`src/hw/rtl/json_su_pkg.sv`:
```
`timescale 1ns / 1ps
package json_su_pkg;

    localparam int LEN_W = 24;
    localparam logic [LEN_W-1:0] DLEN_MAX = 24'hFFFFFF;
    localparam int QUEUE_DEPTH = 4;

    // result kinds
    localparam logic [1:0] KIND_BYTE  = 2'd0;
    localparam logic [1:0] KIND_CLOSE = 2'd1;
    localparam logic [1:0] KIND_ERROR = 2'd2;

    // error codes
    localparam logic [2:0] ERR_NONE       = 3'd0;
    localparam logic [2:0] ERR_UNEXPECTED = 3'd1;
    localparam logic [2:0] ERR_ESCAPE     = 3'd2;
    localparam logic [2:0] ERR_HEX        = 3'd3;
    localparam logic [2:0] ERR_EOI        = 3'd4;

    // work handed from the front end to the back end
    typedef enum logic [1:0] {
        OP_OPEN  = 2'd0,
        OP_BYTE  = 2'd1,
        OP_CLOSE = 2'd2,
        OP_ERROR = 2'd3
    } t_op;

    typedef struct packed {
        logic [7:0] data_byte;
        logic       end_of_input;
    } t_in;

    typedef struct packed {
        logic [1:0]       kind;
        logic [7:0]       out_byte;
        logic             run_last;
        logic [2:0]       error_code;
        logic [LEN_W-1:0] decoded_length;
    } t_out;

    typedef struct packed {
        t_op        op;
        logic [1:0] nbytes;
        logic [7:0] b0;
        logic [7:0] b1;
        logic [7:0] b2;
        logic [2:0] err;
    } t_job;

    // {ok, value} of an ASCII hex digit
    function automatic logic [4:0] hex_value(input logic [7:0] c);
        logic [4:0] r;
        r = 5'd0;
        if (c >= 8'h30 && c <= 8'h39) begin
            r = {1'b1, c[3:0]};
        end else if ((c >= 8'h61 && c <= 8'h66) || (c >= 8'h41 && c <= 8'h46)) begin
            r = {1'b1, c[3:0] + 4'd9};
        end
        return r;
    endfunction

    // {ok, byte} for the single-letter escapes
    function automatic logic [8:0] escape_map(input logic [7:0] c);
        logic [8:0] r;
        r = 9'd0;
        case (c)
            8'h22, 8'h2F, 8'h5C: r = {1'b1, c};
            8'h62: r = {1'b1, 8'h08};
            8'h66: r = {1'b1, 8'h0C};
            8'h6E: r = {1'b1, 8'h0A};
            8'h72: r = {1'b1, 8'h0D};
            8'h74: r = {1'b1, 8'h09};
            default: r = 9'd0;
        endcase
        return r;
    endfunction

endpackage

```
`src/hw/rtl/json_su_front.sv`:
```
`timescale 1ns / 1ps
module json_su_front (
    input  logic              i_clk,
    input  logic              i_rst_n,
    input  logic              i_accept,
    input  json_su_pkg::t_in  i_data,
    output logic              o_push,
    output json_su_pkg::t_job o_job
);

    typedef enum logic [3:0] {
        MODE_IDLE = 4'b0001,
        MODE_STR  = 4'b0010,
        MODE_ESC  = 4'b0100,
        MODE_HEX  = 4'b1000
    } t_mode;

    t_mode       r_mode, n_mode;
    logic [1:0]  r_digits, n_digits;
    logic [15:0] r_code, n_code;

    logic [7:0]  c;
    logic [4:0]  hex;
    logic [8:0]  esc;
    logic [15:0] u;
    logic        is_ws;

    assign c     = i_data.data_byte;
    assign hex   = json_su_pkg::hex_value(c);
    assign esc   = json_su_pkg::escape_map(c);
    assign u     = {r_code[11:0], hex[3:0]};
    assign is_ws = (c == 8'h20) || (c == 8'h0A) || (c == 8'h0D) || (c == 8'h09) ||
                   (c == 8'h0B) || (c == 8'h0C);

    always_comb begin
        n_mode   = r_mode;
        n_digits = r_digits;
        n_code   = r_code;
        o_push   = 1'b0;
        o_job    = '0;
        o_job.op = json_su_pkg::OP_BYTE;
        if (i_accept) begin
            if (i_data.end_of_input) begin
                if (r_mode != MODE_IDLE) begin
                    o_push    = 1'b1;
                    o_job.op  = json_su_pkg::OP_ERROR;
                    o_job.err = json_su_pkg::ERR_EOI;
                    n_mode    = MODE_IDLE;
                    n_digits  = 2'd0;
                    n_code    = 16'd0;
                end
            end else begin
                case (r_mode)
                    MODE_IDLE: begin
                        if (c == 8'h22) begin
                            o_push   = 1'b1;
                            o_job.op = json_su_pkg::OP_OPEN;
                            n_mode   = MODE_STR;
                        end else if (!is_ws) begin
                            o_push    = 1'b1;
                            o_job.op  = json_su_pkg::OP_ERROR;
                            o_job.err = json_su_pkg::ERR_UNEXPECTED;
                        end
                    end
                    MODE_STR: begin
                        if (c == 8'h22) begin
                            o_push   = 1'b1;
                            o_job.op = json_su_pkg::OP_CLOSE;
                            n_mode   = MODE_IDLE;
                        end else if (c == 8'h5C) begin
                            n_mode = MODE_ESC;
                        end else begin
                            o_push       = 1'b1;
                            o_job.nbytes = 2'd1;
                            o_job.b0     = c;
                        end
                    end
                    MODE_ESC: begin
                        if (c == 8'h75) begin
                            n_mode   = MODE_HEX;
                            n_digits = 2'd0;
                            n_code   = 16'd0;
                        end else if (esc[8]) begin
                            o_push       = 1'b1;
                            o_job.nbytes = 2'd1;
                            o_job.b0     = esc[7:0];
                            n_mode       = MODE_STR;
                        end else begin
                            o_push    = 1'b1;
                            o_job.op  = json_su_pkg::OP_ERROR;
                            o_job.err = json_su_pkg::ERR_ESCAPE;
                            n_mode    = MODE_IDLE;
                            n_digits  = 2'd0;
                            n_code    = 16'd0;
                        end
                    end
                    MODE_HEX: begin
                        if (!hex[4]) begin
                            o_push    = 1'b1;
                            o_job.op  = json_su_pkg::OP_ERROR;
                            o_job.err = json_su_pkg::ERR_HEX;
                            n_mode    = MODE_IDLE;
                            n_digits  = 2'd0;
                            n_code    = 16'd0;
                        end else if (r_digits != 2'd3) begin
                            n_digits = r_digits + 2'd1;
                            n_code   = u;
                        end else begin
                            // last digit: encode the code unit as UTF-8
                            o_push   = 1'b1;
                            n_mode   = MODE_STR;
                            n_digits = 2'd0;
                            n_code   = 16'd0;
                            if (u < 16'h0080) begin
                                o_job.nbytes = 2'd1;
                                o_job.b0     = u[7:0];
                            end else if (u < 16'h0800) begin
                                o_job.nbytes = 2'd2;
                                o_job.b0     = {3'b110, u[10:6]};
                                o_job.b1     = {2'b10, u[5:0]};
                            end else begin
                                o_job.nbytes = 2'd3;
                                o_job.b0     = {4'b1110, u[15:12]};
                                o_job.b1     = {2'b10, u[11:6]};
                                o_job.b2     = {2'b10, u[5:0]};
                            end
                        end
                    end
                    default: begin
                        n_mode = MODE_IDLE;
                    end
                endcase
            end
        end
    end

    always_ff @(posedge i_clk) begin
        if (!i_rst_n) begin
            r_mode   <= MODE_IDLE;
            r_digits <= 2'd0;
            r_code   <= 16'd0;
        end else begin
            r_mode   <= n_mode;
            r_digits <= n_digits;
            r_code   <= n_code;
        end
    end

    a_digits_in_hex: assert property (@(posedge i_clk) disable iff (!i_rst_n)
        (r_digits != 2'd0) |-> (r_mode == MODE_HEX))
        else $error("hex digit count set outside a \\u escape");

endmodule

```
`src/hw/rtl/json_su_queue.sv`:
```
`timescale 1ns / 1ps
module json_su_queue (
    input  logic              i_clk,
    input  logic              i_rst_n,
    input  logic              i_push,
    input  json_su_pkg::t_job i_job,
    input  logic              i_pop,
    output logic              o_full,
    output logic              o_empty,
    output json_su_pkg::t_job o_head
);

    localparam int DEPTH = json_su_pkg::QUEUE_DEPTH;
    localparam int PW    = $clog2(DEPTH);
    localparam int CW    = $clog2(DEPTH + 1);

    json_su_pkg::t_job r_mem [DEPTH];
    logic [PW-1:0] r_wr, r_rd;
    logic [CW-1:0] r_count;

    assign o_full  = (r_count == CW'(DEPTH));
    assign o_empty = (r_count == '0);
    assign o_head  = r_mem[r_rd];

    always_ff @(posedge i_clk) begin
        if (i_push) begin
            r_mem[r_wr] <= i_job;
        end
    end

    always_ff @(posedge i_clk) begin
        if (!i_rst_n) begin
            r_wr    <= '0;
            r_rd    <= '0;
            r_count <= '0;
        end else begin
            if (i_push) begin
                r_wr <= (r_wr == PW'(DEPTH - 1)) ? '0 : r_wr + PW'(1);
            end
            if (i_pop) begin
                r_rd <= (r_rd == PW'(DEPTH - 1)) ? '0 : r_rd + PW'(1);
            end
            if (i_push && !i_pop) begin
                r_count <= r_count + CW'(1);
            end else if (i_pop && !i_push) begin
                r_count <= r_count - CW'(1);
            end
        end
    end

    a_no_overflow: assert property (@(posedge i_clk) disable iff (!i_rst_n)
        o_full |-> !i_push)
        else $error("word pushed into a full queue");

    a_no_underflow: assert property (@(posedge i_clk) disable iff (!i_rst_n)
        o_empty |-> !i_pop)
        else $error("word popped from an empty queue");

endmodule

```
`src/hw/rtl/json_su_back.sv`:
```
`timescale 1ns / 1ps
module json_su_back #(
    parameter int LENGTH_BITS = 24
) (
    input  logic              i_clk,
    input  logic              i_rst_n,
    input  logic              i_empty,
    input  json_su_pkg::t_job i_head,
    output logic              o_pop,
    output logic              o_valid,
    input  logic              i_stall,
    output json_su_pkg::t_out o_data
);

    localparam int LW   = json_su_pkg::LEN_W;
    localparam int WIDE = (LENGTH_BITS > LW) ? LENGTH_BITS : LW;

    logic [LENGTH_BITS-1:0] r_cnt, n_cnt, cnt_inc;
    logic [1:0]             r_idx, n_idx;
    logic                   r_ov, n_ov;
    json_su_pkg::t_out      r_out, n_out;

    logic                   out_free;
    logic                   last_byte;
    logic [7:0]             sel_byte;

    function automatic logic [LW-1:0] shown(input logic [LENGTH_BITS-1:0] v);
        logic [WIDE-1:0] w;
        w = WIDE'(v);
        return (w > WIDE'(json_su_pkg::DLEN_MAX)) ? json_su_pkg::DLEN_MAX : w[LW-1:0];
    endfunction

    assign out_free  = !r_ov || !i_stall;
    assign cnt_inc   = (r_cnt == '1) ? r_cnt : r_cnt + LENGTH_BITS'(1);
    assign last_byte = ((r_idx + 2'd1) == i_head.nbytes);

    always_comb begin
        case (r_idx)
            2'd0:    sel_byte = i_head.b0;
            2'd1:    sel_byte = i_head.b1;
            2'd2:    sel_byte = i_head.b2;
            default: sel_byte = 8'd0;
        endcase
    end

    always_comb begin
        n_cnt = r_cnt;
        n_idx = r_idx;
        n_ov  = out_free ? 1'b0 : r_ov;
        n_out = r_out;
        o_pop = 1'b0;
        if (!i_empty) begin
            case (i_head.op)
                json_su_pkg::OP_OPEN: begin
                    // a new string restarts the length
                    n_cnt = '0;
                    o_pop = 1'b1;
                end
                json_su_pkg::OP_BYTE: begin
                    if (out_free) begin
                        n_cnt                = cnt_inc;
                        n_ov                 = 1'b1;
                        n_out.kind           = json_su_pkg::KIND_BYTE;
                        n_out.out_byte       = sel_byte;
                        n_out.run_last       = last_byte;
                        n_out.error_code     = json_su_pkg::ERR_NONE;
                        n_out.decoded_length = shown(cnt_inc);
                        if (last_byte) begin
                            n_idx = 2'd0;
                            o_pop = 1'b1;
                        end else begin
                            n_idx = r_idx + 2'd1;
                        end
                    end
                end
                json_su_pkg::OP_CLOSE: begin
                    if (out_free) begin
                        n_ov                 = 1'b1;
                        n_out.kind           = json_su_pkg::KIND_CLOSE;
                        n_out.out_byte       = 8'd0;
                        n_out.run_last       = 1'b1;
                        n_out.error_code     = json_su_pkg::ERR_NONE;
                        n_out.decoded_length = shown(r_cnt);
                        o_pop                = 1'b1;
                    end
                end
                default: begin
                    if (out_free) begin
                        n_ov                 = 1'b1;
                        n_out.kind           = json_su_pkg::KIND_ERROR;
                        n_out.out_byte       = 8'd0;
                        n_out.run_last       = 1'b1;
                        n_out.error_code     = i_head.err;
                        n_out.decoded_length = '0;
                        o_pop                = 1'b1;
                    end
                end
            endcase
        end
    end

    always_ff @(posedge i_clk) begin
        r_out <= n_out;
    end

    always_ff @(posedge i_clk) begin
        if (!i_rst_n) begin
            r_cnt <= '0;
            r_idx <= 2'd0;
            r_ov  <= 1'b0;
        end else begin
            r_cnt <= n_cnt;
            r_idx <= n_idx;
            r_ov  <= n_ov;
        end
    end

    assign o_valid = r_ov;
    assign o_data  = r_out;

    a_closing_is_last: assert property (@(posedge i_clk) disable iff (!i_rst_n)
        (o_valid && o_data.kind != json_su_pkg::KIND_BYTE) |-> o_data.run_last)
        else $error("close or error word not marked last");

    a_error_no_length: assert property (@(posedge i_clk) disable iff (!i_rst_n)
        (o_valid && o_data.kind == json_su_pkg::KIND_ERROR) |->
        (o_data.decoded_length == '0 && o_data.error_code != json_su_pkg::ERR_NONE))
        else $error("error word carries a length or no code");

endmodule

```
`src/hw/rtl/json_string_unescape.sv`:
```
`timescale 1ns / 1ps
// JSON string unescaper. Takes one byte of JSON text per cycle while the queue
// is not full and gives one result word per cycle while the output is not
// stalled: decoded content bytes, a close word with the decoded length, or an
// error word. A front end tracks the scan mode and turns each byte into a job
// of zero to three results; a four-entry queue carries the jobs to a back end
// that owns the length counter and an output register. A \uXXXX escape gives
// the back end one, two or three UTF-8 bytes to send while the front end keeps
// taking input until the queue fills. The input stalls only when the queue is
// full.
module json_string_unescape #(
    parameter int LENGTH_BITS = 24
) (
    input  logic              i_clk,
    input  logic              i_rst_n,
    input  logic              i_valid,
    output logic              o_stall,
    input  json_su_pkg::t_in  i_data,
    output logic              o_valid,
    input  logic              i_stall,
    output json_su_pkg::t_out o_data
);

    logic              q_full, q_empty, push, pop;
    json_su_pkg::t_job job, head;

    assign o_stall = q_full;

    json_su_front u_front (
        .i_clk    (i_clk),
        .i_rst_n  (i_rst_n),
        .i_accept (i_valid && !q_full),
        .i_data   (i_data),
        .o_push   (push),
        .o_job    (job)
    );

    json_su_queue u_queue (
        .i_clk   (i_clk),
        .i_rst_n (i_rst_n),
        .i_push  (push),
        .i_job   (job),
        .i_pop   (pop),
        .o_full  (q_full),
        .o_empty (q_empty),
        .o_head  (head)
    );

    json_su_back #(
        .LENGTH_BITS (LENGTH_BITS)
    ) u_back (
        .i_clk   (i_clk),
        .i_rst_n (i_rst_n),
        .i_empty (q_empty),
        .i_head  (head),
        .o_pop   (pop),
        .o_valid (o_valid),
        .i_stall (i_stall),
        .o_data  (o_data)
    );

endmodule
```
`config.mk`:
```
export PLATFORM = sky130hd
export DESIGN_NAME = json_string_unescape
export DESIGN_NICKNAME = d
export VERILOG_FILES = /design/src/hw/rtl/json_su_pkg.sv /design/src/hw/rtl/json_su_front.sv /design/src/hw/rtl/json_su_queue.sv /design/src/hw/rtl/json_su_back.sv /design/src/hw/rtl/json_string_unescape.sv
export SDC_FILE = /design/constraint.sdc
export NUM_CORES = 1
export LEC_CHECK = 0
export ABC_AREA = 1
export BUFFER_PORTS_ARGS = -buffer_cell sky130_fd_sc_hd__buf_2
export CORE_UTILIZATION = 35
export CTS_CLUSTER_SIZE = 40
export DETAILED_ROUTE_END_ITERATION = 16
export GPL_TIMING_DRIVEN = 0
export MAX_ROUTING_LAYER = met4
export SETUP_SLACK_MARGIN = 0.05
export SYNTH_ARGS = -nofsm -noshare
export SYNTH_HDL_FRONTEND = slang
export SYNTH_SLANG_ARGS = --single-unit
```
`constraint.sdc`:
```
create_clock -name i_clk -period 6.3 [get_ports i_clk]
set_input_delay 1.26 -clock i_clk [delete_from_list [all_inputs] [get_ports i_clk]]
set_output_delay 1.26 -clock i_clk [all_outputs]
set_load 0.1 [all_outputs]
```
==> impl_metrics.xml, run 1 <==
<?xml version="1.0" encoding="UTF-8"?>
<metrics>
  <group name="worst_setup_path">
    <metric name="crit-reg2reg-capture" unit="">u_back.o_data[34]</metric>
    <metric name="crit_chain" unit="">inv_1 &gt; buf_2 &gt; buf_2 &gt; clkbuf_1 &gt; nand2_1 &gt; a32oi_1 &gt; inv_1 &gt; ha_1 &gt; clkinv_1 &gt; nor3_2 &gt; nand2_1 &gt; a221oi_1</metric>
    <metric name="timing.critical_path.slowest_cell_delay" unit="ps">680</metric>
    <metric name="worstSetupPathType" unit="">flip-flop to flip-flop</metric>
    <metric name="timing.critical_path.fanout_max" unit="">10</metric>
    <metric name="worst-r2r-setup-slack" unit="ps">2100</metric>
    <metric name="timing.critical_path.from_type" unit="">flip-flop</metric>
    <metric name="crit_required" unit="ps">6540</metric>
    <metric name="worst_ep_arrival_time" unit="ps">4450</metric>
    <metric name="setup.worst_path.end_class" unit="">flip-flop</metric>
    <metric name="timing.critical_path.slowest_stage_cell" unit="">sky130_fd_sc_hd__nor3_2</metric>
    <metric name="worst_r2r_path_depth" unit="">12</metric>
    <metric name="critical_path.endpoint" unit="">u_back.o_data[34]</metric>
  </group>
  <group name="global_route">
    <metric name="pin_count_of_the_biggest_net_entering_global_routing" unit="">28</metric>
    <metric name="grt.total_usage" unit="%">18.2</metric>
    <metric name="congestion_overflow_gr" unit="">0</metric>
    <metric name="grt_antenna_before_repair" unit="">0</metric>
    <metric name="grt_first_pass_wirelength" unit="mm">42.2</metric>
    <metric name="number_of_global_route_vias_before_repair" unit="">7750</metric>
  </group>
  <group name="clock_network">
    <metric name="clk_pin_slew_worst_paths" unit="ps">60</metric>
    <metric name="ctsLongestPathBuffers" unit="">3</metric>
    <metric name="clock_insertion_delay_worst_skew" unit="ps">520</metric>
    <metric name="cts_setup_buffers" unit="">0</metric>
    <metric name="tritoncts" unit="">done</metric>
    <metric name="cts_repair_resize_count" unit="">0</metric>
    <metric name="ctsRootBufferMaster" unit="">sky130_fd_sc_hd__clkbuf_16</metric>
    <metric name="cts_inserted_buffers" unit="">24</metric>
    <metric name="h-tree-depth" unit="">1</metric>
    <metric name="cts_hold_repair.buffers" unit="">0</metric>
    <metric name="cts_num_sinks" unit="">208</metric>
  </group>
  <group name="power">
    <metric name="power_frac_comb" unit="%">46.7</metric>
    <metric name="power.sequential.fraction" unit="%">32.6</metric>
    <metric name="vdd_ir_drop_max" unit="V">0.000340</metric>
    <metric name="cellPowerDensity" unit="nW/µm²">523</metric>
    <metric name="p_sw" unit="W">0.00297</metric>
    <metric name="power.clock.fraction" unit="%">20.8</metric>
    <metric name="static_leakage" unit="nW">4.52</metric>
    <metric name="post-layout-total-power" unit="W">0.00622</metric>
    <metric name="internal-power" unit="W">0.00325</metric>
    <metric name="power.switching_fraction" unit="%">47.7</metric>
  </group>
  <group name="timing">
    <metric name="timing.final.crit_period" unit="ps">4200</metric>
    <metric name="worst_hold_slack" unit="ps">493</metric>
    <metric name="worst-slew-pin-transition" unit="ps">716</metric>
    <metric name="min_period_over_period" unit="%">66.7</metric>
    <metric name="max_clock_freq" unit="MHz">238</metric>
    <metric name="slew_violations" unit="">0</metric>
    <metric name="rsz0062_at_grt" unit="">no</metric>
    <metric name="timing.clock.skew" unit="ps">9.18</metric>
    <metric name="setup-violations-final" unit="">0</metric>
    <metric name="timing_hold_violations_final" unit="">0</metric>
    <metric name="fin_setup_tns" unit="ps">0</metric>
    <metric name="timing.slew.headroom" unit="%">52.0</metric>
  </group>
  <group name="yosys">
    <metric name="ys_dominant_reg_cell" unit="">sky130_fd_sc_hd__edfxtp_1</metric>
    <metric name="synth.lib_cells_used.distinct" unit="">46</metric>
    <metric name="syn_inst" unit="">1146</metric>
    <metric name="synth_edf_count" unit="">154</metric>
    <metric name="number_of_register_bits_inferred_by_synthesis" unit="">208</metric>
    <metric name="synth_area_per_cell" unit="µm²">8.97</metric>
    <metric name="yosysSeqAreaShare" unit="%">55.5</metric>
    <metric name="synth_area" unit="µm²">10300</metric>
    <metric name="postSynth.asyncResetShare" unit="%">0</metric>
    <metric name="yosys_warnings" unit="">0</metric>
    <metric name="synthesis.nets" unit="">1181</metric>
  </group>
  <group name="floorplanning">
    <metric name="dieHeight" unit="µm">173</metric>
    <metric name="die_w" unit="µm">173</metric>
    <metric name="floorplan.initialDensity" unit="%">35.7</metric>
    <metric name="num_rows" unit="">62</metric>
    <metric name="coreArea" unit="µm²">28800</metric>
    <metric name="boundaryPins" unit="">53</metric>
    <metric name="die_area" unit="µm²">30100</metric>
  </group>
  <group name="route">
    <metric name="initialDrtViolationCount" unit="">564</metric>
    <metric name="detail_route.wirelength" unit="mm">26.6</metric>
    <metric name="route.vias.total" unit="">8201</metric>
    <metric name="postRouteAntennaNets" unit="">0</metric>
    <metric name="detail_route.first_pass.iterations" unit="">7</metric>
    <metric name="route.detailed.drc" unit="">0</metric>
    <metric name="route.detailed.vias_per_inst" unit="">5.04</metric>
    <metric name="route.detailed.wl_per_inst" unit="µm">16.3</metric>
  </group>
  <group name="worst_hold_path">
    <metric name="worstHoldPathType" unit="">flip-flop to flip-flop</metric>
  </group>
  <group name="placement">
    <metric name="routabilityCongestion" unit="">0.939</metric>
    <metric name="io_buffer_count" unit="">49</metric>
    <metric name="detailedPlacementHpwl" unit="mm">18.8</metric>
    <metric name="placed_cells_incl_taps" unit="">1584</metric>
  </group>
  <group name="status">
    <metric name="status" unit="">complete, no violations</metric>
  </group>
  <group name="final_layout">
    <metric name="fin_nets" unit="">1261</metric>
    <metric name="fraction_of_layout_cells_with_a_size_suffix_above_1" unit="%">12.2</metric>
    <metric name="final_cells" unit="">1628</metric>
    <metric name="n_antenna_cell" unit="">0</metric>
    <metric name="syn_to_final_growth" unit="%">15.7</metric>
    <metric name="layout.filler_cells" unit="">2790</metric>
  </group>
  <group name="run">
    <metric name="maxCapViolations" unit="">0</metric>
  </group>
</metrics>
[logic make-up (layout without fill, tap and decap cells)]
| kind of cell | count (synthesis) | in the layout | synth area share, % |
|---|---|---|---|
| xor+xnor | 12 | 12 | 1.02 |
| compound gates | 224 | 224 | 11.9 |
| fa+ha+maj | 22 | 22 | 2.75 |
| simple gates | 521 | 521 | 22.5 |
| flops | 208 | 208 | 55.5 |
| buf+inv | 159 | 257 | 6.38 |
[cell usage after synthesis, types with 2 or more instances]
master / n / share of area, %
sky130_fd_sc_hd__a22oi_1: 3 / 0.22
sky130_fd_sc_hd__a32oi_1: 2 / 0.17
sky130_fd_sc_hd__clkbuf_1: 25 / 0.91
sky130_fd_sc_hd__a21oi_1: 81 / 3.9
sky130_fd_sc_hd__dfxtp_1: 54 / 11
sky130_fd_sc_hd__nand3_1: 54 / 2.6
sky130_fd_sc_hd__edfxtp_1: 154 / 45
sky130_fd_sc_hd__a31oi_1: 5 / 0.30
sky130_fd_sc_hd__nor3_1: 11 / 0.54
sky130_fd_sc_hd__nand2_2: 4 / 0.24
sky130_fd_sc_hd__nor2_4: 3 / 0.33
sky130_fd_sc_hd__clkinv_1: 2 / 0.073
sky130_fd_sc_hd__buf_6: 4 / 0.44
sky130_fd_sc_hd__nand3_2: 6 / 0.58
sky130_fd_sc_hd__inv_1: 100 / 3.7
sky130_fd_sc_hd__nand4_1: 26 / 1.6
sky130_fd_sc_hd__buf_4: 2 / 0.15
sky130_fd_sc_hd__o22ai_1: 27 / 1.6
sky130_fd_sc_hd__o21ai_0: 90 / 4.4
sky130_fd_sc_hd__nand2_4: 2 / 0.22
sky130_fd_sc_hd__nor3_4: 2 / 0.32
sky130_fd_sc_hd__o31ai_1: 2 / 0.15
sky130_fd_sc_hd__nor2_1: 140 / 5.1
sky130_fd_sc_hd__inv_2: 9 / 0.33
sky130_fd_sc_hd__nand2_1: 259 / 9.5
sky130_fd_sc_hd__ha_1: 21 / 2.6
sky130_fd_sc_hd__nand3_4: 4 / 0.68
sky130_fd_sc_hd__buf_2: 16 / 0.78
sky130_fd_sc_hd__xor2_1: 7 / 0.60
sky130_fd_sc_hd__xnor2_1: 5 / 0.43
sky130_fd_sc_hd__o211ai_1: 7 / 0.51
sky130_fd_sc_hd__nor3_2: 3 / 0.29
sky130_fd_sc_hd__nor2_2: 3 / 0.18
[power by group through the flow]
stage	combinational (W)	sequential (W)	clock, W
floorplan	0.00123	0.00298	0
global placement	0.00281	0.00207	0
detailed placement	0.00291	0.00205	0
CTS	0.00292	0.00203	0.00132
global route	0.00313	0.00206	0.00138
finish	0.00290	0.00203	0.00129
[registers in the layout, summed over array words and instances (netlist names), named ones only]
register	flops
u_back.r_idx	2
u_back.r_cnt	24
u_back.o_data	38
u_queue.r_mem	116
u_front.r_code	12
u_front.r_mode	4
u_queue.r_rd	2
u_front.r_digits	2
u_queue.r_wr	2
u_queue.r_count	3
[layout by cell type, fill, tap and decap left out, types with 5 or more instances in the layout]
cell                        Yosys  layout
sky130_fd_sc_hd__nand4_1       26      26
sky130_fd_sc_hd__edfxtp_1     154     154
sky130_fd_sc_hd__nand2_1      259     259
sky130_fd_sc_hd__nor2_1       140     136
sky130_fd_sc_hd__inv_1        100     100
sky130_fd_sc_hd__buf_2         16      65
sky130_fd_sc_hd__clkbuf_1      25      31
sky130_fd_sc_hd__a21oi_1       81      80
sky130_fd_sc_hd__o22ai_1       27      27
sky130_fd_sc_hd__xnor2_1        5       5
sky130_fd_sc_hd__clkinv_1       2       8
sky130_fd_sc_hd__inv_2          9       9
sky130_fd_sc_hd__nand3_2        6       6
sky130_fd_sc_hd__o21ai_0       90      90
sky130_fd_sc_hd__o211ai_1       7       7
sky130_fd_sc_hd__ha_1          21      21
sky130_fd_sc_hd__dfxtp_1       54      54
sky130_fd_sc_hd__nor3_1        11      11
sky130_fd_sc_hd__clkbuf_16      0      25
sky130_fd_sc_hd__a31oi_1        5       5
sky130_fd_sc_hd__xor2_1         7       7
sky130_fd_sc_hd__nand3_1       54      54
sky130_fd_sc_hd__nor2_4         3       7
[routing by layer]
metal | track usage [%] | vias to the layer above | wire length (µm) | part of all wire, %
li1 | - | 4064 | - | -
met1 | 24.6 | 3822 | 12400 | 47
met2 | 28.0 | 261 | 11900 | 45
met3 | 2.63 | 54 | 1500 | 5.6
met4 | 5.79 | 0 | 795 | 3.0
met5 | - | - | 0 | 0
[worst max-delay path, delay by kind of cell (launching register included)]
family | cells | cell delay (ps)
AO/OA/AOI/OAI | 2 | 780
adder cells (fa/ha/maj) | 1 | 390
flip-flops | 1 | 360
AND/OR/NAND/NOR | 3 | 880
buffers and inverters | 6 | 1500
[per-stage QoR]
step           util [%]  setup WS (ps)  instance area (µm²)
3_5_place_dp       38.8           2150                11200
6_report           41.3           2100                11900
4_1_cts            41.3           2120                11900
2_1_floorplan         -           2250                10300
5_1_grt            41.3           1760                11900
3_3_place_gp       38.2            586                11000
[final cells by class]
class	instances	area (µm²)	share of cell area, %
Sequential cell	208	5710	48.0
Timing Repair Buffer	54	353	2.97
Clock buffer	31	648	5.45
Buffer	48	239	2.01
Clock inverter	13	87.6	0.736
Inverter	111	417	3.50
Tap cell	384	480	4.04
Multi-Input combinational cell	779	3960	33.3
[worst min path at each step]
stage,cells after the start,endpoint,startpoint
2_1_floorplan,2,flip-flop,u_queue.r_rd[1]
3_3_place_gp,2,u_queue.r_rd[1],u_queue.r_rd[1]
3_5_place_dp,2,u_queue.r_rd[1],u_queue.r_rd[1]
4_1_cts,2,flip-flop,u_queue.r_rd[1]
5_1_grt,2,u_front.r_mode[2],u_front.r_mode[2]
6_report,2,flip-flop,u_queue.r_rd[1]
(Power assumes the default switching activity.)
==> run 2, diff against run 1 <==
--- a/config.mk
+++ b/config.mk
@@ -5,7 +5,7 @@
 export SDC_FILE = /design/constraint.sdc
 export NUM_CORES = 1
 export LEC_CHECK = 0
-export ABC_AREA = 1
+export ABC_AREA = 0
 export BUFFER_PORTS_ARGS = -buffer_cell sky130_fd_sc_hd__buf_2
 export CORE_UTILIZATION = 35
 export CTS_CLUSTER_SIZE = 40
==> constraint.sdc (replaced) <==
create_clock -name i_clk -period 4 [get_ports i_clk]
set_input_delay 0.8 -clock i_clk [delete_from_list [all_inputs] [get_ports i_clk]]
set_output_delay 0.8 -clock i_clk [all_outputs]
set_load 0.1 [all_outputs]
==> run 2 against run 1 <==
Against the previous run:
- utilization is 0.085 points lower
- via count is 10% lower
- worst hold slack worse by 29 ps
- flip-flop and latch count stayed put
- critical path depth is 3 higher
- register-to-register slack worse by 1900 ps
- power is 29% higher
- fmax is 11% higher
- clock power is 51% higher
- sequential power is 37% higher
==> impl_metrics.xml, run 2 <==
<?xml version="1.0" encoding="UTF-8"?>
<metrics>
  <group name="status">
    <metric name="status" unit="">complete, no violations</metric>
  </group>
  <group name="global_route">
    <metric name="grt_antenna_before_repair" unit="">0</metric>
    <metric name="grt.total_usage" unit="%">18.2</metric>
    <metric name="congestion_overflow_gr" unit="">0</metric>
    <metric name="number_of_global_route_vias_before_repair" unit="">7042</metric>
    <metric name="grt_first_pass_wirelength" unit="mm">39.9</metric>
    <metric name="pin_count_of_the_biggest_net_entering_global_routing" unit="">30</metric>
  </group>
  <group name="yosys">
    <metric name="synth_most_common_cell" unit="">sky130_fd_sc_hd__edfxtp_1</metric>
    <metric name="ys_dominant_reg_cell" unit="">sky130_fd_sc_hd__edfxtp_1</metric>
    <metric name="synth_area_leader_cell" unit="">sky130_fd_sc_hd__edfxtp_1</metric>
    <metric name="synth_top_cell_area_share" unit="%">45.9</metric>
    <metric name="synthesis.nets" unit="">885</metric>
    <metric name="synth_edf_count" unit="">154</metric>
    <metric name="yosysSeqAreaShare" unit="%">56.6</metric>
    <metric name="synth.lib_cells_used.distinct" unit="">83</metric>
    <metric name="syn_inst" unit="">850</metric>
    <metric name="netlist_top_cells_area" unit="">sky130_fd_sc_hd__edfxtp_1 46%, sky130_fd_sc_hd__dfxtp_1 11%, sky130_fd_sc_hd__mux4_2 6.3%, sky130_fd_sc_hd__a21oi_1 2.7%, sky130_fd_sc_hd__nand2_1 2.6%</metric>
    <metric name="postSynth.asyncResetShare" unit="%">0</metric>
    <metric name="synth_area_per_cell" unit="µm²">11.9</metric>
    <metric name="synth_commonest_cells" unit="">154 x sky130_fd_sc_hd__edfxtp_1, 71 x sky130_fd_sc_hd__nand2_1, 54 x sky130_fd_sc_hd__a21oi_1, 54 x sky130_fd_sc_hd__dfxtp_1, 46 x sky130_fd_sc_hd__nor2_1</metric>
    <metric name="synth_area" unit="µm²">10100</metric>
    <metric name="yosys_warnings" unit="">0</metric>
    <metric name="number_of_register_bits_inferred_by_synthesis" unit="">208</metric>
  </group>
  <group name="route">
    <metric name="detail_route.first_pass.iterations" unit="">5</metric>
    <metric name="route.detailed.drc" unit="">0</metric>
    <metric name="highest_layer" unit="">met4</metric>
    <metric name="route.detailed.vias_per_inst" unit="">5.57</metric>
    <metric name="wl_met2" unit="mm">11.7</metric>
    <metric name="route.detailed.wl_per_inst" unit="µm">19.3</metric>
    <metric name="route.vias.total" unit="">7351</metric>
    <metric name="met3WireLength" unit="mm">1.71</metric>
    <metric name="routedLengthMet1" unit="mm">11.4</metric>
    <metric name="initialDrtViolationCount" unit="">623</metric>
    <metric name="postRouteAntennaNets" unit="">0</metric>
    <metric name="detail_route.wirelength" unit="mm">25.5</metric>
  </group>
  <group name="final_layout">
    <metric name="largest_reg_flops" unit="">116</metric>
    <metric name="stdcell_area" unit="µm²">11600</metric>
    <metric name="mostFrequentLayoutCell" unit="">sky130_fd_sc_hd__edfxtp_1</metric>
    <metric name="n_antenna_cell" unit="">0</metric>
    <metric name="fraction_of_layout_cells_with_a_size_suffix_above_1" unit="%">17.8</metric>
    <metric name="syn_to_final_growth" unit="%">14.9</metric>
    <metric name="fin_nets" unit="">961</metric>
    <metric name="postLayoutCoreUtil" unit="%">41.2</metric>
    <metric name="layout_common_cells" unit="">154 x sky130_fd_sc_hd__edfxtp_1, 71 x sky130_fd_sc_hd__nand2_1, 60 x sky130_fd_sc_hd__buf_2, 54 x sky130_fd_sc_hd__a21oi_1, 53 x sky130_fd_sc_hd__dfxtp_1</metric>
    <metric name="layout.filler_cells" unit="">2751</metric>
    <metric name="registers.top_by_ff_count" unit="">u_queue.r_mem</metric>
  </group>
  <group name="placement">
    <metric name="placement.setup.worst_slack" unit="ps">-855</metric>
    <metric name="io_buffer_count" unit="">49</metric>
    <metric name="detailedPlacementHpwl" unit="mm">17.4</metric>
    <metric name="routabilityCongestion" unit="">0.948</metric>
    <metric name="post_dp_cell_area" unit="µm²">10800</metric>
  </group>
  <group name="worst_setup_path">
    <metric name="crit_required" unit="ps">4430</metric>
    <metric name="worst_r2r_path_depth" unit="">15</metric>
    <metric name="timing.critical_path.from_type" unit="">flip-flop</metric>
    <metric name="worst-r2r-setup-slack" unit="ps">220</metric>
    <metric name="crit_chain" unit="">buf_2 &gt; buf_4 &gt; mux4_2 &gt; inv_1 &gt; ha_1 &gt; buf_6 &gt; clkinvlp_4 &gt; o31a_1 &gt; inv_1 &gt; ha_1 &gt; inv_1 &gt; fa_1 &gt; xor2_1 &gt; or3_1 &gt; a21boi_0</metric>
    <metric name="worstSetupPathType" unit="">flip-flop to flip-flop</metric>
    <metric name="setup.worst_path.end_class" unit="">flip-flop</metric>
    <metric name="timing.critical_path.fanout_max" unit="">10</metric>
    <metric name="worst_ep_arrival_time" unit="ps">4210</metric>
    <metric name="critical_path_buf_inv_count" unit="">7</metric>
    <metric name="crit-reg2reg-capture" unit="">u_queue.r_count[2]</metric>
    <metric name="cpLargestDelayFamily" unit="">buffers and inverters</metric>
    <metric name="timing.critical_path.slowest_stage_cell" unit="">sky130_fd_sc_hd__fa_1</metric>
    <metric name="timing.critical_path.slowest_cell_delay" unit="ps">430</metric>
    <metric name="critical-path-top-cell-by-count" unit="">sky130_fd_sc_hd__inv_1</metric>
  </group>
  <group name="timing">
    <metric name="final.setup.worst_slack" unit="ps">224</metric>
    <metric name="timing.final.crit_period" unit="ps">3780</metric>
    <metric name="min_period_over_period" unit="%">94.4</metric>
    <metric name="worst-slew-pin-transition" unit="ps">950</metric>
    <metric name="setup-violations-final" unit="">0</metric>
    <metric name="max_clock_freq" unit="MHz">265</metric>
    <metric name="timing.clock.skew" unit="ps">13.2</metric>
    <metric name="slew_violations" unit="">0</metric>
    <metric name="timing_hold_violations_final" unit="">0</metric>
    <metric name="rsz0062_at_grt" unit="">yes</metric>
    <metric name="timing.slew.headroom" unit="%">35.8</metric>
    <metric name="worst_hold_slack" unit="ps">465</metric>
  </group>
  <group name="worst_hold_path">
    <metric name="worstHoldPathType" unit="">flip-flop to flip-flop</metric>
    <metric name="min_delay_worst_endpoint" unit="">u_front.r_digits[1]</metric>
    <metric name="min-delay-start" unit="">u_front.r_digits[1]</metric>
    <metric name="number_of_instances_on_the_worst_hold_path" unit="">2</metric>
  </group>
  <group name="floorplanning">
    <metric name="boundaryPins" unit="">53</metric>
    <metric name="die_area" unit="µm²">29500</metric>
    <metric name="coreArea" unit="µm²">28100</metric>
    <metric name="die_w" unit="µm">172</metric>
    <metric name="num_rows" unit="">61</metric>
    <metric name="dieHeight" unit="µm">172</metric>
    <metric name="floorplan.initialDensity" unit="%">35.9</metric>
  </group>
  <group name="clock_network">
    <metric name="ctsLongestPathBuffers" unit="">3</metric>
    <metric name="cts_inserted_buffers" unit="">22</metric>
    <metric name="h-tree-depth" unit="">1</metric>
    <metric name="cts_num_sinks" unit="">208</metric>
    <metric name="clock_insertion_delay_worst_skew" unit="ps">510</metric>
    <metric name="tritoncts" unit="">done</metric>
    <metric name="clk_pin_slew_worst_paths" unit="ps">60</metric>
    <metric name="ctsRootBufferMaster" unit="">sky130_fd_sc_hd__clkbuf_16</metric>
  </group>
  <group name="power">
    <metric name="vdd_ir_drop_max" unit="V">0.000449</metric>
    <metric name="cellPowerDensity" unit="nW/µm²">690</metric>
    <metric name="static_leakage" unit="nW">3.85</metric>
    <metric name="post-layout-total-power" unit="W">0.00800</metric>
  </group>
  <group name="run">
    <metric name="maxCapViolations" unit="">0</metric>
  </group>
</metrics>
==> run 2: cell types whose count changed after synthesis, sizes merged, moves of 18 or more <==
cell	before	now
a21oi	81	55
and3	0	18
inv	109	23
mux4	0	28
nand2	265	71
nand3	64	40
nand4	26	4
nor2	146	46
o21ai	92	44
o22ai	27	6
==> run 2: worst reg2reg max path, cell delays in order, from the launching register on <==
cell	delay [ps]
sky130_fd_sc_hd__dfxtp_1	380
sky130_fd_sc_hd__buf_2	310
sky130_fd_sc_hd__buf_4	280
sky130_fd_sc_hd__mux4_2	370
sky130_fd_sc_hd__inv_1	100
sky130_fd_sc_hd__ha_1	220
sky130_fd_sc_hd__buf_6	170
sky130_fd_sc_hd__clkinvlp_4	100
sky130_fd_sc_hd__o31a_1	380
sky130_fd_sc_hd__inv_1	80
sky130_fd_sc_hd__ha_1	170
sky130_fd_sc_hd__inv_1	70
sky130_fd_sc_hd__fa_1	430
sky130_fd_sc_hd__xor2_1	180
sky130_fd_sc_hd__or3_1	300
sky130_fd_sc_hd__a21boi_0	160
==> run 2: what timing repair did <==
item | 4_1_cts | 5_1_grt
pin swaps | 0 | 0
setup buffers | 1 | 0
hold endpoints to repair | 0 | 0
resized for setup | 12 | 5
setup endpoints to repair | 37 | 2
hold buffers | 0 | 0
==> run 2: kinds of logic (layout without fill, tap and decap cells) <==
| kind of cell | after synthesis | after routing | share of synthesized area [%] |
|---|---|---|---|
| AOI/OAI and AO/OA | 205 | 205 | 13.8 |
| xor gates and xnor gates | 6 | 6 | 0.521 |
| adders and majority gates | 22 | 22 | 2.81 |
| buffers and inverters | 78 | 170 | 3.23 |
| DFF | 208 | 208 | 56.6 |
| muxes | 34 | 34 | 6.87 |
| and+or+nand+nor | 297 | 297 | 16.2 |
==> run 2: cell type report <==
type                    count  area, µm²  share of cell area [%]
plain buffers              55        272                    2.34
inverters                  23       90.1                   0.778
clock buffers              34        627                    5.41
well taps                 378        473                    4.08
repair buffers             52        283                    2.44
multi-input cells         564       4070                    35.2
flip-flops and latches    208       5710                    49.3
clock inverters             6       57.6                   0.497
==> run 2: worst max path at each step <==
stage	slack [ps]	endpoint	startpoint	cells past startpoint
after detailed placement	-860	u_queue.r_count[2]	flip-flop	15
final	220	u_queue.r_count[2]	flip-flop	15
after CTS	70	u_back.o_data[34]	flip-flop	10
after global routing	7	u_queue.r_count[2]	flip-flop	15
after global placement	-1090	u_back.o_data[21]	flip-flop	6
after floorplan	110	u_queue.r_count[2]	flip-flop	15
==> run 2: where the power goes <==
| part | switching, W | leakage [nW] | internal [W] |
|---|---|---|---|
| combinational | 0.00259 | 1.69 | 0.000673 |
| clock | 0.000805 | 0.333 | 0.00114 |
| sequential | 0.000107 | 1.83 | 0.00267 |
| total | 0.00350 | 3.85 | 0.00449 |
==> run 2: through the flow <==
stage	instances	setup TNS, ps
final	1320	0
after detailed placement	1279	-4970
after global placement	1277	-72370
after CTS	1320	0
after global routing	1320	0
after floorplan	850	0
==> run 2: layer usage <==
layer	global-route usage, %	vias to the layer above
met5	-	-
met4	5.98	0
met3	2.46	61
met2	28.5	265
met1	24.2	3596
li1	-	3429
==> run 3, diff against run 2 <==
--- a/config.mk
+++ b/config.mk
@@ -7,11 +7,14 @@
 export LEC_CHECK = 0
 export ABC_AREA = 0
 export BUFFER_PORTS_ARGS = -buffer_cell sky130_fd_sc_hd__buf_2
+export CELL_PAD_IN_SITES_DETAIL_PLACEMENT = 1
+export CELL_PAD_IN_SITES_GLOBAL_PLACEMENT = 1
 export CORE_UTILIZATION = 35
 export CTS_CLUSTER_SIZE = 40
 export DETAILED_ROUTE_END_ITERATION = 16
 export GPL_TIMING_DRIVEN = 0
 export MAX_ROUTING_LAYER = met4
+export PLACE_DENSITY_LB_ADDON = 0.1
 export SETUP_SLACK_MARGIN = 0.05
 export SYNTH_ARGS = -nofsm -noshare
 export SYNTH_HDL_FRONTEND = slang
==> run 3 against run 2 <==
Against the previous run:
- die area is the same
- setup slack gained 130 ps
- critical path depth is the same
- register-to-register slack gained 130 ps
- cell count grew 0.45%
- worst hold slack gained 12 ps
- via count shrank 0.41%
- non-clock buffer count grew 2
- design area grew 0.47%
- clock power grew 5%
- utilization grew 0.20 points
- largest cell class unchanged
==> impl_metrics.xml, run 3 (synthesis results as in run 2) <==
<?xml version="1.0" encoding="UTF-8"?>
<metrics>
  <group name="status">
    <metric name="status" unit="">complete, no violations</metric>
  </group>
  <group name="placement">
    <metric name="placement.setup.worst_slack" unit="ps">-937</metric>
    <metric name="routabilityCongestion" unit="">0.849</metric>
    <metric name="placed_cells_incl_taps" unit="">1279</metric>
    <metric name="detailedPlacementHpwl" unit="mm">20.4</metric>
    <metric name="io_buffer_count" unit="">49</metric>
  </group>
  <group name="timing">
    <metric name="worst-slew-pin-transition" unit="ps">1020</metric>
    <metric name="timing.clock.skew" unit="ps">19.3</metric>
    <metric name="timing.slew.headroom" unit="%">31.1</metric>
    <metric name="fin_setup_tns" unit="ps">0</metric>
    <metric name="min_period_over_period" unit="%">91.3</metric>
    <metric name="timing_hold_violations_final" unit="">0</metric>
    <metric name="setup-violations-final" unit="">0</metric>
    <metric name="final.setup.worst_slack" unit="ps">350</metric>
    <metric name="rsz0062_at_grt" unit="">no</metric>
    <metric name="slew_violations" unit="">0</metric>
    <metric name="max_clock_freq" unit="MHz">274</metric>
    <metric name="timing.final.crit_period" unit="ps">3650</metric>
  </group>
  <group name="clock_network">
    <metric name="cts_num_sinks" unit="">208</metric>
    <metric name="ctsRootBufferMaster" unit="">sky130_fd_sc_hd__clkbuf_16</metric>
    <metric name="tritoncts" unit="">done</metric>
    <metric name="cts_inserted_buffers" unit="">24</metric>
    <metric name="cts_hold_repair.buffers" unit="">0</metric>
    <metric name="clock_insertion_delay_worst_skew" unit="ps">510</metric>
    <metric name="clk_pin_slew_worst_paths" unit="ps">60</metric>
    <metric name="ctsLongestPathBuffers" unit="">3</metric>
    <metric name="h-tree-depth" unit="">1</metric>
  </group>
  <group name="floorplanning">
    <metric name="num_rows" unit="">61</metric>
    <metric name="coreArea" unit="µm²">28100</metric>
    <metric name="die_area" unit="µm²">29500</metric>
    <metric name="dieHeight" unit="µm">172</metric>
    <metric name="floorplan.initialDensity" unit="%">35.9</metric>
    <metric name="boundaryPins" unit="">53</metric>
    <metric name="die_w" unit="µm">172</metric>
  </group>
  <group name="run">
    <metric name="maxCapViolations" unit="">0</metric>
  </group>
  <group name="route">
    <metric name="detail_route.wirelength" unit="mm">29.1</metric>
    <metric name="route.vias.total" unit="">7321</metric>
    <metric name="route.detailed.wl_per_inst" unit="µm">21.9</metric>
    <metric name="route.detailed.drc" unit="">0</metric>
    <metric name="initialDrtViolationCount" unit="">472</metric>
    <metric name="route.detailed.vias_per_inst" unit="">5.52</metric>
    <metric name="postRouteAntennaNets" unit="">0</metric>
    <metric name="detail_route.first_pass.iterations" unit="">5</metric>
  </group>
  <group name="global_route">
    <metric name="grt.total_usage" unit="%">21.0</metric>
    <metric name="grt_first_pass_wirelength" unit="mm">45.1</metric>
    <metric name="pin_count_of_the_biggest_net_entering_global_routing" unit="">30</metric>
    <metric name="number_of_global_route_vias_before_repair" unit="">7382</metric>
    <metric name="congestion_overflow_gr" unit="">0</metric>
    <metric name="grt_antenna_before_repair" unit="">0</metric>
  </group>
  <group name="worst_setup_path">
    <metric name="setup.worst_path.end_class" unit="">flip-flop</metric>
    <metric name="timing.critical_path.slowest_cell_delay" unit="ps">430</metric>
    <metric name="worst_r2r_path_depth" unit="">15</metric>
    <metric name="crit_chain" unit="">buf_6 &gt; buf_6 &gt; mux4_2 &gt; inv_1 &gt; ha_1 &gt; clkbuf_4 &gt; inv_1 &gt; o31a_1 &gt; inv_1 &gt; ha_1 &gt; inv_1 &gt; fa_1 &gt; xor2_1 &gt; or3_1 &gt; a21boi_0</metric>
    <metric name="worstSetupPathType" unit="">flip-flop to flip-flop</metric>
    <metric name="crit_required" unit="ps">4430</metric>
    <metric name="timing.critical_path.slowest_stage_cell" unit="">sky130_fd_sc_hd__fa_1</metric>
    <metric name="timing.critical_path.fanout_max" unit="">10</metric>
    <metric name="critical-path-top-cell-by-count" unit="">sky130_fd_sc_hd__inv_1</metric>
    <metric name="timing.critical_path.from_type" unit="">flip-flop</metric>
    <metric name="worst_ep_arrival_time" unit="ps">4080</metric>
  </group>
  <group name="worst_hold_path">
    <metric name="worstHoldPathType" unit="">flip-flop to flip-flop</metric>
    <metric name="number_of_instances_on_the_worst_hold_path" unit="">2</metric>
  </group>
  <group name="final_layout">
    <metric name="n_antenna_cell" unit="">0</metric>
    <metric name="fraction_of_layout_cells_with_a_size_suffix_above_1" unit="%">17.8</metric>
    <metric name="fin_nets" unit="">965</metric>
    <metric name="mostFrequentLayoutCell" unit="">sky130_fd_sc_hd__edfxtp_1</metric>
    <metric name="syn_to_final_growth" unit="%">15.5</metric>
    <metric name="final_cells" unit="">1326</metric>
    <metric name="largest_reg_flops" unit="">116</metric>
    <metric name="registers.top_by_ff_count" unit="">u_queue.r_mem</metric>
    <metric name="layout_common_cells" unit="">154 x sky130_fd_sc_hd__edfxtp_1, 71 x sky130_fd_sc_hd__nand2_1, 59 x sky130_fd_sc_hd__buf_2, 54 x sky130_fd_sc_hd__a21oi_1, 53 x sky130_fd_sc_hd__dfxtp_1</metric>
  </group>
  <group name="power">
    <metric name="cellPowerDensity" unit="nW/µm²">701</metric>
    <metric name="static_leakage" unit="nW">3.88</metric>
    <metric name="vdd_ir_drop_max" unit="V">0.000381</metric>
  </group>
</metrics>
[run 3: metrics by stage]
step                util [%]  cell area (µm²)  hold WS (ps)  power, W
finish                  41.4            11600           477   0.00815
global route            41.4            11600           513   0.00851
CTS                     41.3            11600           477   0.00821
detailed placement      38.6            10800           464   0.00612
global placement        38.5            10800           452   0.00607
floorplan                  -            10100           434   0.00534
[run 3: repair_timing]
action,4_1_cts,5_1_grt
buffers inserted,0,4
pin swaps,0,1
setup endpoints to repair,57,2
resized for setup,10,4
[run 3: per-layer routing]
| layer | vias up | part of all wire, % | global-route usage (%) | wire length [µm] |
|---|---|---|---|---|
| met2 | 167 | 45 | 31.3 | 13000 |
| met3 | 35 | 4.2 | 2.49 | 1210 |
| met5 | - | 0 | - | 0 |
| met4 | 0 | 1.5 | 4.70 | 448 |
| li1 | 3443 | - | - | - |
| met1 | 3676 | 50 | 30.3 | 14400 |
[run 3: final timing paths]
kind                                     startpoint             endpoint  slack, ps
worst max-delay path                      flip-flop   u_queue.r_count[2]        350
worst min-delay path            u_front.r_digits[1]  u_front.r_digits[1]        480
worst max register to register            flip-flop   u_queue.r_count[2]        350
worst min register to register  u_front.r_digits[1]  u_front.r_digits[1]        480
[run 3: where the power goes]
| part | switching (W) | internal (W) | leakage (nW) |
|---|---|---|---|
| combinational | 0.00264 | 0.000679 | 1.70 |
| clock | 0.000839 | 0.00121 | 0.354 |
| sequential | 0.000108 | 0.00267 | 1.83 |
| total | 0.00359 | 0.00456 | 3.88 |
[run 3: final cells by class]
class,instances,area (µm²)
fillers,3067,16400
flip-flops and latches,208,5710
inverters,23,86.3
clock buffers,35,663
clock inverters,9,67.6
plain buffers,54,268
multi-input cells,564,4070
well taps,378,473
repair buffers,55,305
[run 3: critical path: cells and delay by family (launching register included)]
kind	cells	cell delay, ps
adder cells (fa/ha/maj)	3	820
XOR/XNOR	1	180
multiplexers	1	350
flip-flops	1	400
AO/OA/AOI/OAI	2	510
AND/OR/NAND/NOR	1	310
buffers and inverters	7	1040
